===== src/ptm_pkg.sv =====
// ----------------------------------------------------------------------------
// ptm_pkg
// Shared codes and types of the page table map and translate block.
// ----------------------------------------------------------------------------
package ptm_pkg;

  // request types
  localparam logic [1:0] REQ_MAP       = 2'd0;
  localparam logic [1:0] REQ_LOOKUP    = 2'd1;
  localparam logic [1:0] REQ_TRANSLATE = 2'd2;

  // result status codes
  localparam logic [1:0] ST_OK         = 2'd0;
  localparam logic [1:0] ST_MISALIGNED = 2'd1;
  localparam logic [1:0] ST_OUTSIDE    = 2'd2;

  // register index (word address bit of paddr)
  localparam logic REG_DEFAULT_FLAGS = 1'b0;

  // depth of the queue between front and back end
  localparam int QUEUE_DEPTH = 2;

  // what the back end has to do with a queued command
  typedef enum logic [1:0] {
    CMD_DONE,
    CMD_MAP,
    CMD_READ
  } ptm_kind_t;

  // classified command
  typedef struct packed {
    ptm_kind_t   kind;
    logic [1:0]  status;
    logic [31:0] virt;
    logic [31:0] phys;
    logic [10:0] count;
    logic [11:0] flags;
  } ptm_cmd_t;

  // command together with its valid flag
  typedef struct packed {
    logic     valid;
    ptm_cmd_t cmd;
  } ptm_slot_t;

endpackage


===== src/ptm_front.sv =====
// ----------------------------------------------------------------------------
// ptm_front
// Accepts request transactions, checks alignment and table range, and
// pushes a classified command into the queue.
// ----------------------------------------------------------------------------
module ptm_front #(
  parameter int PAGE_OFFSET_BITS = 12,
  parameter int TABLE_PAGES      = 1024
) (
  input  logic                in_valid,
  output logic                in_ready,
  input  logic [1:0]          req_type,
  input  logic [31:0]         virt_addr,
  input  logic [31:0]         phys_addr,
  input  logic [10:0]         page_count,
  input  logic [11:0]         page_flags,
  input  logic                q_full,
  input  logic                clearing,
  output ptm_pkg::ptm_slot_t  push
);
  import ptm_pkg::*;

  localparam logic [31:0] TABLE_PAGES_W = 32'(TABLE_PAGES);

  logic        virt_mis;
  logic        phys_mis;
  logic [31:0] vpn;
  logic        in_table;
  ptm_cmd_t    cmd;

  // alignment and range checks
  assign virt_mis = virt_addr[PAGE_OFFSET_BITS-1:0] != '0;
  assign phys_mis = phys_addr[PAGE_OFFSET_BITS-1:0] != '0;
  assign vpn      = virt_addr >> PAGE_OFFSET_BITS;
  assign in_table = vpn < TABLE_PAGES_W;

  // classify the request
  always_comb begin
    cmd.kind   = CMD_DONE;
    cmd.status = ST_OK;
    cmd.virt   = virt_addr;
    cmd.phys   = phys_addr;
    cmd.count  = page_count;
    cmd.flags  = page_flags;
    unique case (req_type)
      REQ_MAP: begin
        if (virt_mis || phys_mis) begin
          cmd.status = ST_MISALIGNED;
        end else begin
          cmd.kind = CMD_MAP;
        end
      end
      REQ_LOOKUP, REQ_TRANSLATE: begin
        if (req_type == REQ_LOOKUP && virt_mis) begin
          cmd.status = ST_MISALIGNED;
        end else if (!in_table) begin
          cmd.status = ST_OUTSIDE;
        end else begin
          cmd.kind = CMD_READ;
        end
      end
      default: begin
        cmd.kind = CMD_DONE;
      end
    endcase
  end

  // handshake into the queue, held off while the written bits are swept
  assign in_ready   = !q_full && !clearing;
  assign push.valid = in_valid && in_ready;
  assign push.cmd   = cmd;

endmodule


===== config.mk =====
export PLATFORM = sky130hd
export DESIGN_NAME = ptm_front
export DESIGN_NICKNAME = d
export VERILOG_FILES = /design/src/ptm_pkg.sv /design/src/ptm_front.sv
export SDC_FILE = /design/constraint.sdc
export NUM_CORES = 1
export LEC_CHECK = 0
export BUFFER_PORTS_ARGS = -buffer_cell sky130_fd_sc_hd__buf_2
export CAP_MARGIN = 0
export CORE_AREA = 2 2 71 73
export DETAILED_ROUTE_END_ITERATION = 6
export DIE_AREA = 0 0 73 75
export GPL_ROUTABILITY_DRIVEN = 1
export GPL_TIMING_DRIVEN = 0
export PLACE_DENSITY = 0.62
export REMOVE_ABC_BUFFERS = 1
export SLEW_MARGIN = 20
export SYNTH_ARGS = -nofsm -noshare
export SYNTH_HDL_FRONTEND = slang
export SYNTH_SLANG_ARGS = --single-unit

===== constraint.sdc =====
create_clock -name vclk -period 2.99
set_input_delay 0.598 -clock vclk [all_inputs]
set_output_delay 0.598 -clock vclk [all_outputs]
set_load 0.005 [all_outputs]

======== Word-level counts from Yosys, hierarchy flattened ========
Cells that the tools add are included.
cells by class
  $lt $le $gt $ge ......................... 1
  equality and inequality tests ........... 2
  multiplexer cells ....................... 8
  reduce and logical (&&, ||, !) cells .... 10
operator list
  operator                count
  $reduce_bool A12 Y1     2
  $lt A20 B11 Y1 const B  1
  $mux W2                 4
  $pmux W2 S2             2
  $logic_and A1 B1 Y1     3
  $eq A2 B1 Y1 const B    1
  $eq A2 B2 Y1 const B    1
  $logic_not A1 Y1        2
  $logic_not A2 Y1        1
  $mux W1                 2
  $reduce_or A2 Y1        1
  $logic_or A1 B1 Y1      1
word-level totals
  register bits ........................... 0
  bits of input ports ..................... 92
  output and inout port bits .............. 93
  logic and storage cells ................. 21

======== Depth between registers and ports, before layout ========
  depth after elaboration ................. 4
  gate-level depth with buffers ........... 5
  depth with buffers taken out ............ 5

======== Worst setup path after synthesis ========
Ideal clock, no wire load.
  path type ............................... input -> output
  start ................................... input port virt_addr[26]
  end ..................................... output port push[90] (netlist name)
  data arrival time ....................... 1.543 ns
  data required time ...................... 2.392 ns
  slack ................................... 0.849 ns
  cell stages on the path ................. 3
  buffers on the path ..................... 0
  path through ............................ or4_4 nor4_4 nor3b_2
RTL lines
  what         RTL line         source
  from (decl)  ptm_front.sv:13  input logic [31:0] virt_addr,
  to (decl)    ptm_front.sv:19  output ptm_pkg::ptm_slot_t push

==> out/qor.txt <==
status: finished clean
CP bufs+invs: 2
clock buffer count in the final layout: 0
vias in the first global route: 580
crit path max-delay cell type: or4_4
DR iter-0 viols: 14
Static Leak: 0.0003890 µW
Cell variety after synth: 17
NumNets Final: 205
Cell Pwr Density: 115.3 nW/µm²
measured slew at the worst slew-check pin: 0.3492 ns
DRC viols: 0
gp weighted congestion: 0.7612
sequential-to-total area share from yosys stat: 0%
final setup TNS: 0 ns
slew margin rel.: 76.50%
Hold-fix buffers, CTS: 0
number of vias per cell: 4.253
pin count of the biggest net entering global routing: 4
Area growth syn-to-layout: -20.93%
most frequent cells in the layout: 79 x buf_2, 6 x nor4_1, 4 x inv_1, 3 x ha_1
crit-path max cell delay: 0.54 ns
Critical Path End Type: output port
GRT overflow: 0
seq_cells: 0
via count: 706
# setup viols final: 0
Sequential Area: 0 µm²
crit path cell chain: buf_2, or4_4, nor4_4, nor3b_2, buf_2
WL per Instance: 29.44 µm
core area: 4661 µm²
I/O Pins: 185
Top cell by count, worst path: buf_2
CP Max Fanout: 2
Util after Layout: 14.60%
post-cts sizing count: 0
Worst EP required: 2.39 ns
Post-Syn Area: 860.8 µm²
full die area: 5475 µm²
Site Rows: 25
Pins Over Slew Limit: 0
commonest non-fill, non-tap cell in the layout: buf_2
synthesized area per cell: 7.421 µm²
first-pass GRT wire length: 5664 µm
Ys Warns: 0
Synth Instances: 116
Crit Path Class: input port to output port
fin crit period: 2.392 ns
Worst VDD drop: 15.54 µV
final hold violations: 0
Tcrit/Tclk final: 80.01%
Die Width: 73 µm
Crit path arrival time: 1.79 ns
post-CTS setup buffers: 0
Layout fillers: 539
Pre-antenna DRT Iters: 3
initial antenna violation count: 8
GRT Overall Usage: 16.12%
fmax: 418.0 MHz
Initial Utilization: 18.47%
Die Y: 75 µm
max_cap viols: 0
I/O Buffers: 79
Total Wirelength: 4887 µm
HP Class: input port to output port
RSZ-0062 raised after global routing: no
Post-DRT Antenna Nets: 0
crit start category: input port
layout cells sized above 1: 75.93%
cell family with most CP delay: simple AND/OR/NAND/NOR gates
DPL Wire Length: 4483 µm
power by group:
part | switching, µW | internal [µW] | leakage (µW)
Combinational | 35.8 | 42.7 | 0.000389
Clock | 0 | 0.000179 | 0.0000000254
Sequential | 0 | 0 | 0
per-stage QoR:
stage          std cells  total power [µW]  hold slack, ns  worst slack [ns]  cell area, µm²
6_report             166             78.51           1.196            0.5976           680.7
5_1_grt              164             87.64           1.196            0.5465           675.6
4_1_cts              162             79.92           1.196            0.5907           670.6
3_5_place_dp         162             79.83           1.196            0.6006           670.6
3_3_place_gp         162             78.46           1.196            0.6102           670.6
2_1_floorplan         29             13.80           1.196            0.8487           207.7
final timing paths:
path	end	cells past startpoint	start	slack (ns)
hold / removal	push[70]	0	virt_addr[15]	1.20
setup / recovery	push[90]	5	virt_addr[26]	0.60
routing by layer:
metal	GRT usage [%]	vias up	share of wire [%]
met5	2.778	-	1.2
met2	16.72	111	35
met3	24.77	18	30
met1	15.99	288	30
li1	-	281	-
met4	4.938	8	3.4
cell families (layout without fill, tap and decap cells):
family | Yosys count | after routing | share of synthesized area, %
adder cells (fa/ha/maj) | 3 | 3 | 4.361
AO/OA/AOI/OAI | 3 | 3 | 2.471
buffers and inverters | 91 | 83 | 77.62
AND/OR/NAND/NOR | 19 | 19 | 15.55
other | 0 | 4 | 0
area by class of cell:
type	instances	area, µm²	share of cell area [%]
Multi-Input combinational cell	25	192.7	28.31
Tap cell	54	67.56	9.926
Antenna cell	4	10.01	1.471
Inverter	4	15.01	2.206
Timing Repair Buffer	79	395.4	58.09
synthesized netlist by cell type:
library cell	instances	area (µm²)
nor2_1	2	7.510
or4_1	1	7.510
nand2b_1	1	6.260
and2_1	1	6.260
nor4_4	1	21.27
nor4_1	6	37.54
inv_1	4	15.01
a32o_1	1	10.01
buf_4	87	653.1
ha_1	3	37.54
a21oi_1	1	5.000
or4_4	1	11.26
nor3_1	2	10.01
nand2_1	1	3.750
nor3b_2	1	12.51
a31oi_1	1	6.260
nand3_1	2	10.01
Note: power is estimated with default switching activity, not from simulation.
