## config.mk

```make
export PLATFORM = sky130hd
export DESIGN_NAME = ptm_queue
export DESIGN_NICKNAME = d
export VERILOG_FILES = /design/src/ptm_pkg.sv /design/src/ptm_queue.sv
export SDC_FILE = /design/constraint.sdc
export NUM_CORES = 1
export LEC_CHECK = 0
export ABC_AREA = 1
export BUFFER_PORTS_ARGS = -buffer_cell sky130_fd_sc_hd__buf_2
export CAP_MARGIN = 30
export CORE_AREA = 3 3 148 150
export CTS_CLUSTER_SIZE = 28
export DETAILED_ROUTE_END_ITERATION = 10
export DIE_AREA = 0 0 151 153
export GPL_TIMING_DRIVEN = 0
export MAX_ROUTING_LAYER = met4
export REMOVE_ABC_BUFFERS = 1
export SLEW_MARGIN = 20
export SYNTH_ARGS = -nofsm -noshare
export SYNTH_HDL_FRONTEND = slang
export SYNTH_SLANG_ARGS = --single-unit
```

## constraint.sdc

```tcl
create_clock -name clk -period 8 [get_ports clk]
set_input_delay 1.2 -clock clk [delete_from_list [all_inputs] [get_ports clk]]
set_output_delay 1.2 -clock clk [all_outputs]
set_load 0.05 [all_outputs]
```

## src/ptm_pkg.sv

```systemverilog
// ----------------------------------------------------------------------------
// ptm_pkg
// Shared codes and types of the page table map and translate block.
// ----------------------------------------------------------------------------
package ptm_pkg;

  // request types
  localparam logic [1:0] REQ_MAP       = 2'd0;
  localparam logic [1:0] REQ_LOOKUP    = 2'd1;
  localparam logic [1:0] REQ_TRANSLATE = 2'd2;

  // result status codes
  localparam logic [1:0] ST_OK         = 2'd0;
  localparam logic [1:0] ST_MISALIGNED = 2'd1;
  localparam logic [1:0] ST_OUTSIDE    = 2'd2;

  // register index (word address bit of paddr)
  localparam logic REG_DEFAULT_FLAGS = 1'b0;

  // depth of the queue between front and back end
  localparam int QUEUE_DEPTH = 2;

  // what the back end has to do with a queued command
  typedef enum logic [1:0] {
    CMD_DONE,
    CMD_MAP,
    CMD_READ
  } ptm_kind_t;

  // classified command
  typedef struct packed {
    ptm_kind_t   kind;
    logic [1:0]  status;
    logic [31:0] virt;
    logic [31:0] phys;
    logic [10:0] count;
    logic [11:0] flags;
  } ptm_cmd_t;

  // command together with its valid flag
  typedef struct packed {
    logic     valid;
    ptm_cmd_t cmd;
  } ptm_slot_t;

endpackage

```

## src/ptm_queue.sv

```systemverilog
// ----------------------------------------------------------------------------
// ptm_queue
// Short command queue that decouples the front end from the back end.
// ----------------------------------------------------------------------------
module ptm_queue (
  input  logic                clk,
  input  logic                rst,
  input  ptm_pkg::ptm_slot_t  push,
  input  logic                pop,
  output ptm_pkg::ptm_slot_t  head,
  output logic                full
);
  import ptm_pkg::*;

  localparam int PTR_W = $clog2(QUEUE_DEPTH);
  localparam int CNT_W = $clog2(QUEUE_DEPTH + 1);
  localparam logic [CNT_W-1:0] DEPTH_C = CNT_W'(QUEUE_DEPTH);

  ptm_cmd_t          slots [QUEUE_DEPTH];
  logic [PTR_W-1:0]  wr_ptr;
  logic [PTR_W-1:0]  rd_ptr;
  logic [CNT_W-1:0]  fill;

  // pointers and fill level
  always_ff @(posedge clk) begin
    if (rst) begin
      wr_ptr <= '0;
      rd_ptr <= '0;
      fill   <= '0;
    end else begin
      if (push.valid) begin
        wr_ptr <= (wr_ptr == PTR_W'(QUEUE_DEPTH - 1)) ? '0 : wr_ptr + 1'b1;
      end
      if (pop) begin
        rd_ptr <= (rd_ptr == PTR_W'(QUEUE_DEPTH - 1)) ? '0 : rd_ptr + 1'b1;
      end
      if (push.valid && !pop) begin
        fill <= fill + 1'b1;
      end else if (pop && !push.valid) begin
        fill <= fill - 1'b1;
      end
    end
  end

  // storage
  always_ff @(posedge clk) begin
    if (push.valid) begin
      slots[wr_ptr] <= push.cmd;
    end
  end

  assign head.valid = fill != '0;
  assign head.cmd   = slots[rd_ptr];
  assign full       = fill == DEPTH_C;

endmodule

```

### Word level (Yosys, flattened, before mapping)

Memory sizes are Yosys's and may differ from the RTL's. A register that Yosys moved wholly into a read port is not among the register bits.
Cells that the tools add are included.
W data, S select, Z words.

* flip-flop bits (word level): 4
* output and inout port bits: 93
* memories: 1
* bits in writable memories: 182
* input port bits: 95

Memory list
* slots: depth 2, width 91, rd ports 1, clocked after memory_dff 1, write ports 1, line ptm_queue.sv:19 `ptm_cmd_t slots [QUEUE_DEPTH];`

* reduce and logical (&&, ||, !) cells: 6
* multiplexer cells: 8
* eq/ne operators: 1
* add/sub/neg operators: 4

Operators by type and width (number)
* $mux W1: 6
* $mux W2: 2
* $reduce_bool A2 Y1: 2
* $add A1 B1 Y1 const B: 2
* $add A2 B1 Y2 const B: 1
* $eq A2 B2 Y1 const B: 1
* $logic_and A1 B1 Y1: 2
* $logic_not A1 Y1: 2
* $sub A2 B1 Y2 const B: 1

### Logic depth before layout (Yosys ltp)

* depth in word-level cells: 4
* mapped depth: 8
* mapped depth without buffers: 8

### Worst setup path after synthesis

No wires, ideal clock.

* path type: input port to flip-flop
* start point: in push[91] (netlist name)
* end point: mem slots[0][0] (netlist name) (enable)
* buffers on the path: 0
* required time: 7.456 ns
* setup slack: 2.406 ns
* stages on the path: 2
* arrival: 5.050 ns
* setup time: 0.544 ns
* path through: inv_1 nor2_1

* cells in the longest elaborated chain, start to end: 2

RTL lines
* from (decl): line ptm_queue.sv:8 `input ptm_pkg::ptm_slot_t push,`
* $mux W1: line ptm_queue.sv:47 `if (push.valid) begin`
* $mux W1 (not written as such): line ptm_queue.sv:48 `slots[wr_ptr] <= push.cmd;`
* to (decl): line ptm_queue.sv:19

Every way passes these cells.

==> results.yml <==
status:
  status: "completed"
timing:
  finalSetupViolCount: 0
  drv_slew: 0
  finalClockSkew_ns: 0.00746
  max_freq_mhz: 308
  period_share: 0.405
  worst_pin_slew_ns: 0.581
  min_period_ns: 3.24
  fin_ws_ns: 4.76
  slew_headroom: 0.613
  setup_tns_ns: 0
  rsz0062_at_grt: "no"
  hold_viol: 0
final_layout:
  syn_to_final_growth_pct: 26.6
  layout_common_cells: "buf_2, edfxtp_1, mux2_4, clkbuf_16, inv_1"
  drive_gt1_frac: 0.598
  fill_cells: 1872
  layout_commonest_cell: "buf_2"
  fin_util: 0.440
  layout.nets: 615
synthesis:
  ys_ff_latch: 187
  syn_area_mm2: 0.00725
  yosys_warnings: 0
  yosysTopAreaCell: "edfxtp_1"
  synth_xor_area_frac: 0.00121
  synth_cells: 316
  synthDistinctLibCells: 16
  synth_compound_area_frac: 0.00138
  yosysTopAreaCellShare: 0.754
  synth.area.mux_share: 0.188
  yosys.area_share.simple: 0.00846
  synth_top_family_by_area: "multiplexers"
  synthAdderAreaFrac: 0.00173
  ys_seq_area_frac: 0.768
  avgSynthCellArea_um2: 22.9
  synthTopCellsByArea: "edfxtp_1, mux2_4, buf_12"
grt:
  antenna_found_initial: 2
  grt_pass1_wl_um: 20700
  grt_start_max_net_pins: 54
  grt_use_total: 0.120
  grt-ovfl-total: 0
  grt_pass1_vias: 4019
critical_path:
  arrival_ns: 2.04
  cp.required_ns: 6.80
  critPathMaxFanout: 35
  setup.worst_path.start_class: "flop"
  crit_type: "flop to output pin"
  end_kind: "output pin"
clocking:
  h-tree-depth: 4
  insertion_delay_ns: 0.41
  path_clk_slew_ns: 0.07
  cts_buffer_depth: 2
  cts.repair.resized: 0
  ctsRootBufferMaster: "clkbuf_16"
  cts_buffers: 17
  tritoncts: "yes"
  postCtsSetupRepairBufs: 0
  cts.sink_count: 187
  holdBufCountCts: 0
placement:
  post-place-ws_ns: 5.15
  portBuffers: 187
  place_congestion: 0.665
  dp_hpwl_um: 9210
die:
  die_height_um: 153
  core_area_mm2: 0.0208
  start_util: 0.348
  die_w_um: 151
  die_area_mm2: 0.0231
  rows: 53
  pin_count: 188
pwr:
  cellLeakagePower_nw: 3.64
  finalPower_mw: 2.46
  power_density_mw_per_mm2: 269
  max-vdd-ir-drop_v: 0.000144
run:
  cap_violations: 0
drt:
  ant_nets: 0
  avgViaCountPerCell: 4.39
  drt-initial-drc-count: 124
  via_count: 3554
  drc: 0
  first_pass_iters: 4
  finalWirelength_um: 13300
  wl_per_cell_um: 16.4
worst_hold_path:
  hp-class: "flop to flop"
-- through the flow --
stage	cells	instance area (um2)	hold WS, ns
3_3_place_gp	768	8330	0.495
6_report	809	9170	0.538
5_1_grt	809	9170	0.577
2_1_floorplan	306	7050	0.480
3_5_place_dp	775	8530	0.527
4_1_cts	807	9170	0.545
-- cells in the mapped netlist, drive strengths merged --
| cell type | count |
|---|---|
| ha | 1 |
| a21oi | 1 |
| dfxtp | 5 |
| nand4 | 1 |
| inv | 9 |
| edfxtp | 182 |
| o21ai | 1 |
| buf | 10 |
| mux2 | 91 |
| xnor2 | 1 |
| nand2 | 6 |
| nor3 | 1 |
| nand3 | 1 |
| nor2 | 6 |
-- power breakdown --
group / switching (mW) / internal (mW)
logic: 0.269 / 0.141
clock network: 0.369 / 0.531
registers: 0.0210 / 1.13
total: 0.658 / 1.81
-- sequential cells by signal, indices dropped and copies added (netlist names), named ones only --
register and flops:
slots 182, fill 2, wr_ptr 1, rd_ptr 1
-- critical path, cell delays in order, from the launching register on --
cell and delay (ns):
dfxtp_4 0.72, buf_16 0.32, mux2_4 0.33, buf_2 0.21
-- path summary, 6_finish.rpt --
path / from / endpoint / slack [ns] / cells after the start
worst max-delay path: flop / head[80] / 4.76 / 3
worst min-delay path: rd_ptr / flop / 0.54 / 2
worst max register to register: wr_ptr / slots[0][13] / 6.46 / 3
worst min register to register: rd_ptr / flop / 0.54 / 2
-- logic make-up (layout without fill, tap and decap cells) --
group	Yosys count	after routing
buffers and inverters	19	235
other	0	2
and+or+nand+nor	15	15
AOI/OAI and AO/OA	2	2
xor gates and xnor gates	1	1
muxes	91	91
DFF	187	187
adders and majority gates	1	1
-- layer usage --
layer	track usage	up-vias	wire, um
li1	-	1650	-
met1	0.130	1766	5200
met2	0.205	122	6930
met3	0.0403	16	937
met4	0.0427	0	177
met5	-	-	0
-- cell type report --
type                    count  area (um2)  share of cell area
clock inverters            15         211              0.0231
diodes                      2        5.00            0.000546
inverters                   9        38.8             0.00423
repair buffers            194        1110               0.121
clock buffers              17         425              0.0464
multi-input cells         110        1460               0.160
well taps                 275         344              0.0375
flip-flops and latches    187        5570               0.607
Power figures use the tool's default switching activity.
